$ cat src/hcb_pkg.sv
// Package: shared constants, state encoding and controller/datapath command and status types.
`timescale 1ns / 1ps
`default_nettype none
package hcb_pkg;
  localparam int MAX_LEAVES_DEF = 16;
  localparam int SYM_W  = 8;
  localparam int LW_W   = 10;
  localparam int CODE_W = 15;
  localparam int CLEN_W = 4;

  typedef enum logic [3:0] {
    ST_IDLE,
    ST_MERGE,
    ST_SCAN,
    ST_WR_A,
    ST_WR_B,
    ST_WR_P,
    ST_WALK_INIT,
    ST_WALK_RD,
    ST_WALK_CHK,
    ST_WALK_LFT,
    ST_EMIT
  } state_t;

  typedef struct packed {
    logic load;
    logic scan_clr;
    logic scan;
    logic wr_a;
    logic wr_b;
    logic wr_p;
    logic walk_init;
    logic walk_rd;
    logic walk_chk;
    logic walk_step;
    logic next_leaf;
  } dp_cmd_t;

  typedef struct packed {
    logic merge_done;
    logic scan_done;
    logic has_parent;
    logic last_leaf;
  } dp_status_t;
endpackage
`default_nettype wire

$ cat src/hcb_datapath.sv
// Datapath: node memories, merge scan, leaf-to-root walk and result registers.
`timescale 1ns / 1ps
`default_nettype none
module hcb_datapath #(
  parameter int MAX_LEAVES = hcb_pkg::MAX_LEAVES_DEF
) (
  input  wire logic                      clk,
  input  wire logic                      rst,
  input  wire hcb_pkg::dp_cmd_t          cmd,
  output hcb_pkg::dp_status_t            status,
  input  wire logic [hcb_pkg::SYM_W-1:0] symbol,
  input  wire logic [hcb_pkg::LW_W-1:0]  weight,
  input  wire logic                      last,
  output logic [hcb_pkg::SYM_W-1:0]      leaf_symbol,
  output logic [hcb_pkg::CODE_W-1:0]     code_bits,
  output logic [hcb_pkg::CLEN_W-1:0]     code_length
);
  localparam int NODES = 2 * MAX_LEAVES;
  localparam int NW    = $clog2(NODES);
  localparam int LCW   = $clog2(MAX_LEAVES + 1);
  localparam int LIW   = $clog2(MAX_LEAVES);
  localparam int LIMIT = MAX_LEAVES * 1023 + 1;
  localparam int WW    = $clog2(LIMIT + 1);
  localparam int LENW  = (LIW > hcb_pkg::CLEN_W) ? LIW : hcb_pkg::CLEN_W;

  logic [WW:0]   wmem [NODES];
  logic [NW-1:0] pmem [NODES];
  logic [NW-1:0] lmem [NODES];
  logic [hcb_pkg::SYM_W-1:0] smem [MAX_LEAVES];

  logic [LCW-1:0]  cnt, n;
  logic [NW-1:0]   p, idx, didx, a, b, k;
  logic            dv;
  logic [WW-1:0]   m1, m2;
  logic [WW:0]     wq;
  logic [NW-1:0]   pq, lq;
  logic [LIW-1:0]  li;
  logic [LENW-1:0] len;
  logic [hcb_pkg::CODE_W-1:0] code;
  logic [hcb_pkg::SYM_W-1:0]  sym_q;
  logic [LCW-1:0]  cnt_next;

  logic          w_en;
  logic [NW-1:0] w_addr;
  logic [WW:0]   w_data;
  logic          r_en;
  logic [NW-1:0] r_addr;

  assign cnt_next = (cnt < LCW'(MAX_LEAVES)) ? cnt + 1'b1 : cnt;

  always_comb begin
    w_en   = 1'b0;
    w_addr = a;
    w_data = {1'b1, m1};
    if (cmd.load && (cnt < LCW'(MAX_LEAVES))) begin
      w_en   = 1'b1;
      w_addr = NW'(cnt);
      w_data = {1'b0, WW'(weight)};
    end else if (cmd.wr_a) begin
      w_en = 1'b1;
    end else if (cmd.wr_b) begin
      w_en   = 1'b1;
      w_addr = b;
      w_data = {1'b1, m2};
    end else if (cmd.wr_p) begin
      w_en   = 1'b1;
      w_addr = p;
      w_data = {1'b0, m1 + m2};
    end
    r_en   = (cmd.scan && (idx < p)) || cmd.walk_rd;
    r_addr = cmd.scan ? idx : k;
  end

  always_ff @(posedge clk) begin
    if (w_en) begin
      wmem[w_addr] <= w_data;
    end
    if (cmd.wr_a) begin
      pmem[a] <= p;
    end
    if (cmd.wr_b) begin
      pmem[b] <= p;
    end
    if (cmd.wr_p) begin
      lmem[p] <= a;
    end
    if (cmd.load && (cnt < LCW'(MAX_LEAVES))) begin
      smem[cnt[LIW-1:0]] <= symbol;
    end
    if (r_en) begin
      wq <= wmem[r_addr];
      pq <= pmem[r_addr];
    end
    if (cmd.walk_chk) begin
      lq <= lmem[pq];
    end
    if (cmd.walk_init) begin
      sym_q <= smem[li];
    end
  end

  always_ff @(posedge clk) begin
    if (rst) begin
      cnt <= '0;
      dv  <= 1'b0;
    end else begin
      if (cmd.load) begin
        cnt <= last ? '0 : cnt_next;
        if (last) begin
          n  <= cnt_next;
          p  <= NW'(cnt_next);
          li <= '0;
        end
      end
      if (cmd.scan_clr) begin
        idx <= '0;
        dv  <= 1'b0;
        m1  <= WW'(LIMIT);
        m2  <= WW'(LIMIT);
        a   <= '0;
        b   <= '0;
      end
      if (cmd.scan) begin
        dv   <= idx < p;
        didx <= idx;
        if (idx < p) begin
          idx <= idx + 1'b1;
        end
        if (dv && !wq[WW]) begin
          if (wq[WW-1:0] < m1) begin
            m2 <= m1;
            b  <= a;
            m1 <= wq[WW-1:0];
            a  <= didx;
          end else if (wq[WW-1:0] < m2) begin
            m2 <= wq[WW-1:0];
            b  <= didx;
          end
        end
      end
      if (cmd.wr_p) begin
        p <= p + 1'b1;
      end
      if (cmd.walk_init) begin
        k    <= NW'(li);
        len  <= '0;
        code <= '0;
      end
      if (cmd.walk_step) begin
        if ((lq != k) && (len < LENW'(hcb_pkg::CODE_W))) begin
          code[len[hcb_pkg::CLEN_W-1:0]] <= 1'b1;
        end
        len <= len + 1'b1;
        k   <= pq;
      end
      if (cmd.next_leaf) begin
        li <= li + 1'b1;
      end
    end
  end

  assign status.merge_done = (({1'b0, p} + 1'b1) == ((NW + 1)'(n) << 1));
  assign status.scan_done  = (idx == p) && !dv;
  assign status.has_parent = wq[WW];
  assign status.last_leaf  = ((LCW'(li) + 1'b1) == n);

  assign leaf_symbol = sym_q;
  assign code_bits   = code;
  assign code_length = len[hcb_pkg::CLEN_W-1:0];
endmodule
`default_nettype wire

$ cat src/hcb_ctrl.sv
// Controller: sequences load, merges, code walks and result beats.
`timescale 1ns / 1ps
`default_nettype none
module hcb_ctrl (
  input  wire logic                clk,
  input  wire logic                rst,
  input  wire logic                in_valid,
  output logic                     in_ready,
  input  wire logic                last,
  output logic                     out_valid,
  input  wire logic                out_ready,
  output hcb_pkg::dp_cmd_t         cmd,
  input  wire hcb_pkg::dp_status_t status
);
  hcb_pkg::state_t state, state_next;

  always_ff @(posedge clk) begin
    if (rst) begin
      state <= hcb_pkg::ST_IDLE;
    end else begin
      state <= state_next;
    end
  end

  always_comb begin
    state_next = state;
    cmd        = '0;
    in_ready   = 1'b0;
    out_valid  = 1'b0;
    unique case (state)
      hcb_pkg::ST_IDLE: begin
        in_ready = 1'b1;
        if (in_valid) begin
          cmd.load = 1'b1;
          if (last) begin
            state_next = hcb_pkg::ST_MERGE;
          end
        end
      end
      hcb_pkg::ST_MERGE: begin
        if (status.merge_done) begin
          state_next = hcb_pkg::ST_WALK_INIT;
        end else begin
          cmd.scan_clr = 1'b1;
          state_next   = hcb_pkg::ST_SCAN;
        end
      end
      hcb_pkg::ST_SCAN: begin
        cmd.scan = 1'b1;
        if (status.scan_done) begin
          state_next = hcb_pkg::ST_WR_A;
        end
      end
      hcb_pkg::ST_WR_A: begin
        cmd.wr_a   = 1'b1;
        state_next = hcb_pkg::ST_WR_B;
      end
      hcb_pkg::ST_WR_B: begin
        cmd.wr_b   = 1'b1;
        state_next = hcb_pkg::ST_WR_P;
      end
      hcb_pkg::ST_WR_P: begin
        cmd.wr_p   = 1'b1;
        state_next = hcb_pkg::ST_MERGE;
      end
      hcb_pkg::ST_WALK_INIT: begin
        cmd.walk_init = 1'b1;
        state_next    = hcb_pkg::ST_WALK_RD;
      end
      hcb_pkg::ST_WALK_RD: begin
        cmd.walk_rd = 1'b1;
        state_next  = hcb_pkg::ST_WALK_CHK;
      end
      hcb_pkg::ST_WALK_CHK: begin
        if (status.has_parent) begin
          cmd.walk_chk = 1'b1;
          state_next   = hcb_pkg::ST_WALK_LFT;
        end else begin
          state_next = hcb_pkg::ST_EMIT;
        end
      end
      hcb_pkg::ST_WALK_LFT: begin
        cmd.walk_step = 1'b1;
        state_next    = hcb_pkg::ST_WALK_RD;
      end
      hcb_pkg::ST_EMIT: begin
        out_valid = 1'b1;
        if (out_ready) begin
          if (status.last_leaf) begin
            state_next = hcb_pkg::ST_IDLE;
          end else begin
            cmd.next_leaf = 1'b1;
            state_next    = hcb_pkg::ST_WALK_INIT;
          end
        end
      end
      default: state_next = hcb_pkg::ST_IDLE;
    endcase
  end
endmodule
`default_nettype wire

$ cat src/huffman_code_builder_top.sv
// Top level: Huffman code builder, controller plus datapath.
// Leaves load one beat per cycle while idle; leaves past MAX_LEAVES are dropped.
// A beat with last set starts the build and blocks input until every code beat
// is taken. For n leaves the build makes n-1 merges; merge number i scans the
// n+i existing nodes through the node weight memory, one per cycle. Each code
// is then found by walking from its leaf up to the root, one tree level at a
// time, and a result beat waits in the output register until taken.
`timescale 1ns / 1ps
`default_nettype none
module huffman_code_builder_top #(
  parameter int MAX_LEAVES = hcb_pkg::MAX_LEAVES_DEF
) (
  input  wire logic                       clk,
  input  wire logic                       rst,
  input  wire logic                       in_valid,
  output logic                            in_ready,
  input  wire logic [hcb_pkg::SYM_W-1:0]  symbol,
  input  wire logic [hcb_pkg::LW_W-1:0]   weight,
  input  wire logic                       last,
  output logic                            out_valid,
  input  wire logic                       out_ready,
  output logic [hcb_pkg::SYM_W-1:0]       leaf_symbol,
  output logic [hcb_pkg::CODE_W-1:0]      code_bits,
  output logic [hcb_pkg::CLEN_W-1:0]      code_length,
  output logic                            final_res
);
  hcb_pkg::dp_cmd_t    cmd;
  hcb_pkg::dp_status_t status;

  hcb_ctrl u_ctrl (
    .clk       (clk),
    .rst       (rst),
    .in_valid  (in_valid),
    .in_ready  (in_ready),
    .last      (last),
    .out_valid (out_valid),
    .out_ready (out_ready),
    .cmd       (cmd),
    .status    (status)
  );

  hcb_datapath #(
    .MAX_LEAVES (MAX_LEAVES)
  ) u_dp (
    .clk         (clk),
    .rst         (rst),
    .cmd         (cmd),
    .status      (status),
    .symbol      (symbol),
    .weight      (weight),
    .last        (last),
    .leaf_symbol (leaf_symbol),
    .code_bits   (code_bits),
    .code_length (code_length)
  );

  assign final_res = status.last_leaf;
endmodule
`default_nettype wire

$ cat config.mk
export PLATFORM = sky130hd
export DESIGN_NAME = huffman_code_builder_top
export DESIGN_NICKNAME = d
export VERILOG_FILES = /design/src/hcb_pkg.sv /design/src/hcb_datapath.sv /design/src/hcb_ctrl.sv /design/src/huffman_code_builder_top.sv
export SDC_FILE = /design/constraint.sdc
export NUM_CORES = 1
export LEC_CHECK = 0
export BUFFER_PORTS_ARGS = -buffer_cell sky130_fd_sc_hd__buf_2
export CORE_MARGIN = 5
export CORE_UTILIZATION = 55
export DETAILED_ROUTE_END_ITERATION = 10
export GPL_TIMING_DRIVEN = 0
export PLACE_DENSITY = 0.71
export SYNTH_ARGS = -nofsm -noshare
export SYNTH_HDL_FRONTEND = slang
export SYNTH_HIERARCHICAL = 1
export SYNTH_SLANG_ARGS = --single-unit
$ cat constraint.sdc
create_clock -name clk -period 8.3 [get_ports clk]
set_clock_uncertainty 0.05 [all_clocks]
set_input_delay 1.66 -clock clk [delete_from_list [all_inputs] [get_ports clk]]
set_output_delay 1.66 -clock clk [all_outputs]
set_load 0.1 [all_outputs]
======== Yosys cells after proc, flatten, opt, wreduce, memory -nomap -nowiden ========
Memory sizes are Yosys's and may differ from the RTL's. A register that Yosys moved wholly into a read port is not among the register bits.
Cells that the tools add are included.
operators by class
  $add $sub $neg .......................... 8
  $lt $le $gt $ge ......................... 7
  equality and inequality tests ........... 18
  multiplexer cells ....................... 92
  bitwise gates (word level) .............. 2
  reduce and logical (&&, ||, !) cells .... 24
operator list
  operator                                                               number
  5-bit two-way mux                                                      26
  14-bit two-way mux                                                     9
  15-bit two-way mux                                                     8
  4-bit case mux with 10 select lines                                    1
  4-bit two-way mux                                                      9
  1-bit two-way mux                                                      35
  14-bit < comparator                                                    2
  4-bit by 3-bit == test with 1-bit output (second input constant)       4
  5-bit by 1-bit adder with 5-bit output (second input constant)         3
  15-bit bitwise OR                                                      1
  14-bit adder                                                           1
  4-bit == test (second input constant)                                  3
  2-bit nonzero test                                                     6
  5-bit == test                                                          2
  3-bit AND reduction                                                    3
  4-bit by 1-bit adder with 4-bit output (second input constant)         2
  4-bit by 2-bit == test with 1-bit output (second input constant)       2
  2-bit inequality test (second input constant)                          4
  5-bit by 1-bit adder with 6-bit output (second input constant)         1
  6-bit == test                                                          1
  1-bit logical AND                                                      6
  3-bit two-way mux                                                      2
  4-bit by 1-bit adder with 5-bit output (second input constant)         1
  4-bit by 5-bit < comparator with 1-bit output (second input constant)  1
  16 further kinds                                                       18
storage, ports and cells
  register bits ........................... 96
  memory bits (writable) .................. 928
  word-level logic and storage cells ...... 170
  memories kept ........................... 4
memory list
  memory     words  bits a word  rd ports  clocked after Yosys merged registers in  wr ports  RTL line            RTL
  u_dp.wmem  32     15           1         1                                        1         hcb_datapath.sv:26  logic [WW:0] wmem [NODES];
  u_dp.lmem  32     5            1         1                                        1         hcb_datapath.sv:28  logic [NW-1:0] lmem [NODES];
  u_dp.pmem  32     5            1         1                                        1         hcb_datapath.sv:27  logic [NW-1:0] pmem [NODES];
  u_dp.smem  16     8            1         1                                        1         hcb_datapath.sv:29  logic [hcb_pkg::SYM_W-1:0] smem [MAX_LEAVES];

======== Longest topological paths before layout ========
  word-level depth ........................ 9
  depth in mapped cells ................... 12

======== By module ========
The synthesis kept the hierarchy.
modules (own cells, without submodules)
  module        instances  cells each  area each (um2)  seq. area each (um2)
  hcb_datapath  1          2859        45383.5          31560.3
  hcb_ctrl      1          54          446.7            80.1

======== Worst setup path after synthesis ========
No wires, ideal clock.
  kind .................................... reg-to-output
  start ................................... register u_dp.li[0]
  end ..................................... output final_res
  arrival time ............................ 6212 ps
  data required time ...................... 6590 ps
  slack ................................... 378 ps
  stages on the path, launching flop included .. 6
  cell sequence ........................... edfxtp_1 clkbuf_1 buf_2 buf_2 a21oi_1 a2111oi_0
between the ends
  word-level cells in the longest chain between the ends .. 2
RTL lines
  what                                    RTL line                        RTL
  start, declared                         hcb_datapath.sv:37              logic [LIW-1:0] li;
  start signal, assigned                  hcb_datapath.sv:157             li <= li + 1'b1;
  4-bit by 1-bit adder with 5-bit output  hcb_datapath.sv:165             assign status.last_leaf = ((LCW'(li) + 1'b1) == n);
  5-bit == test                           hcb_datapath.sv:165
  end, declared                           huffman_code_builder_top.sv:25  output logic final_res
Every way passes these cells.

======== Final worst setup path ========
Same ends and word-level chain as after synthesis.

==> impl_metrics.env <==
export IMPL_outcome="finished clean"
export IMPL_syn_inst=2913
export IMPL_fmax_ghz=0.183
export IMPL_drtIter0Drc=3477
export IMPL_grt_antenna_before_repair=1
export IMPL_wl_um=122000
export IMPL_layout_drive_gt1_share=0.180
export IMPL_hold_class="flop to flop"
export IMPL_cp_start_kind="flop"
export IMPL_hold_end="u_dp/dv"
export IMPL_grt_pass1_wl_um=181000
export IMPL_cts_sinks=1057
export IMPL_worst_slew_pin_transition_ns=1.38
export IMPL_relSlewSlack=0.0748
export IMPL_ir_worst_vdd_v=0.000214
export IMPL_path_max_fanout=10
export IMPL_r2r_end="u_dp/idx[1]"
export IMPL_holdBufCountCts=0
export IMPL_endpoint_kind="primary output"
export IMPL_worstPathRequired_ns=6.59
export IMPL_cts_resized=0
export IMPL_root_buffer="clkbuf_16"
export IMPL_hold_start="u_dp/dv"
export IMPL_via_per_inst=6.63
export IMPL_row_count=105
export IMPL_synth_most_common_cell="edfxtp_1"
export IMPL_netlist_top_cells_area="edfxtp_1, mux4_2, a21oi_1, nand2_1, a211oi_1"
export IMPL_power_density_nw_per_um2=304
export IMPL_setup_viol=0
export IMPL_die_y_um=299
export IMPL_grt_max_degree=44
export IMPL_cap_violations=0
export IMPL_ant_nets=0
export IMPL_gp_congestion=0.969
export IMPL_avgSynthCellArea_um2=15.7
export IMPL_cts_tree="built"
export IMPL_total_power_uw=15700
export IMPL_grt_total_usage=0.269
export IMPL_cts_buffers=105
export IMPL_drv_slew=0
export IMPL_grt_pass1_vias=27800
export IMPL_p_leak_uw=0.0167
export IMPL_dr_pass1_iters=6
export IMPL_design_die_area_um2=89200
export IMPL_netlist_area_um2=45800
export IMPL_rr_worst_depth=10
export IMPL_synthTopCellsByCount="edfxtp_1, nand2_1, a21oi_1, mux4_2, nor2_1"
export IMPL_synth_nets=2995
export IMPL_cts_max_level=3
export IMPL_hold_violations=0
export IMPL_crit_top_cell="buf_2"
export IMPL_fp_dieW_um=299
export IMPL_timing_reg2reg_setup_slack_ns=3.17
export IMPL_cts_setup_buffers=0
export IMPL_cp_num_cells=6
export IMPL_slowest_delay_ns=0.82
export IMPL_clk_latency_ns=0.67
export IMPL_fp_coreArea_um2=82400
export IMPL_ys_ff_latch=1057
export IMPL_ys_types=71
export IMPL_cp_cell_sequence="clkbuf_1 > buf_2 > buf_2 > a21oi_1 > a2111oi_0 > buf_2"
export IMPL_period_minus_slack_ns=5.47
export IMPL_clk_pin_slew_ns=0.06
export IMPL_ys_warn_count=6
export IMPL_hold_depth=2
export IMPL_start_util=0.556
export IMPL_slowest_stage="a2111oi_0"
export IMPL_synth_top_area_share=0.686
export IMPL_synth_edf_count=1047
export IMPL_routedWlPerCell_um=28.6
export IMPL_ioPinCount=53
export IMPL_cp_buffers_inverters=4
export IMPL_finalCritPeriodShare=0.659
export IMPL_syn2layout_area_growth_pct=12.7
export IMPL_port_buffers=52
export IMPL_overflow=0
export IMPL_seq_area_frac_synth=0.690
export IMPL_critPathKind="flop to primary output"
export IMPL_r2r_start="u_dp/p[2]"
export IMPL_final_nets=3191
export IMPL_critPathArrivalTime_ns=3.76
export IMPL_post_synth_top_area_cell="edfxtp_1"
export IMPL_synth_flop_cell="edfxtp_1"
export IMPL_clk_path_buf_depth=3
export IMPL_drc=0
export IMPL_final_setup_tns_ns=0
export IMPL_dp_hpwl_um=83700
export IMPL_crit_family="buffers and inverters"
export IMPL_async_reset_ff_frac=0
export IMPL_rsz0062_at_grt="no"
export IMPL_vias=28300
kinds of logic (layout without fill, tap and decap cells):
kind of cell,Yosys count,in the layout,synth area share
flops,1057,1057,0.690
simple gates,636,636,0.0657
compound gates,588,588,0.0838
mux,272,272,0.111
buf+inv,268,548,0.0266
fa+ha+maj,59,59,0.0163
xor+xnor,33,33,0.00631
other cells,0,1,0
metal layers:
metal	up-vias	track usage	part of all wire
met5	-	0	0
met1	14300	0.373	0.39
met4	0	0.116	0.050
met3	282	0.0474	0.093
met2	1616	0.428	0.47
li1	12100	-	-
power by group:
group	internal [µW]	total, µW	switching (µW)
sequential	6610	6830	214
combinational	1430	4340	2910
clock	2570	4550	1980
total	10600	15700	5100
layout by cell type (no fill, tap or decap), types with 17 or more instances in the layout:
cell	count
mux2_2	30
nor2_2	25
buf_1	23
clkbuf_1	139
edfxtp_1	1047
nor3_1	91
o22ai_1	53
xnor2_1	21
nor2b_1	27
ha_1	58
nand3b_1	23
a211oi_1	104
nand2_1	231
inv_1	63
nor2_1	109
a21oi_1	208
mux4_2	186
nand3_1	25
a221oi_1	55
a32o_1	20
clkinv_2	20
nand4_1	29
o211ai_1	17
o21ai_0	53
clkbuf_16	106
buf_6	17
mux2i_1	56
buf_2	92
clkinv_1	20
worst register-to-register path, stage by stage, from the launching register on:
cell	delay, ns
edfxtp_1	1.18
clkbuf_1	0.51
nand3_1	0.35
nor3_1	0.38
xor2_1	0.18
nor4_1	0.09
nor4_2	0.81
clkbuf_1	0.47
clkbuf_1	0.55
nand3b_1	0.18
o21ai_0	0.10
worst max path at each step:
stage | start | end | slack, ns
final | u_dp/li[0] | final_res | 2.83
after CTS | u_dp/li[0] | final_res | 2.79
after floorplan | u_dp/li[0] | final_res | 0.38
after global placement | in_valid | u_dp/wmem[15][7] | 0.46
after global routing | u_dp/li[0] | final_res | 2.53
after detailed placement | in_valid | u_dp/wmem[19][8] | 2.48
sequential cells by signal (all words and copies together), names as in the netlist, 8 cells and up:
signal            count
u_dp/wmem           480
u_dp/smem           128
u_dp/m1              14
u_dp/lmem           160
u_dp/wq              15
u_dp/leaf_symbol      8
u_dp/pmem           160
u_dp/m2              14
u_dp/code_bits       15
layout make-up:
class | count | area [µm²]
Antenna cell | 1 | 2.50
Buffer | 204 | 977
Clock buffer | 129 | 2740
Clock inverter | 62 | 577
Fill cell | 5807 | 30700
Inverter | 64 | 240
Multi-Input combinational cell | 1588 | 13200
Sequential cell | 1057 | 31600
Tap cell | 1070 | 1340
Timing Repair Buffer | 89 | 942
metrics by stage:
stage                      util  setup WS [ns]  instances  hold slack [ns]  area (µm²)
final                     0.627           2.83       4264            0.488       51600
after detailed placement  0.584           2.48       4065            0.457       48100
after global placement    0.576          0.465       4035            0.458       47400
after global routing      0.627           2.53       4263            0.508       51600
after floorplan               -          0.378       2913            0.409       45800
after CTS                 0.624           2.79       4256            0.469       51400
Power figures use the tool's default switching activity.
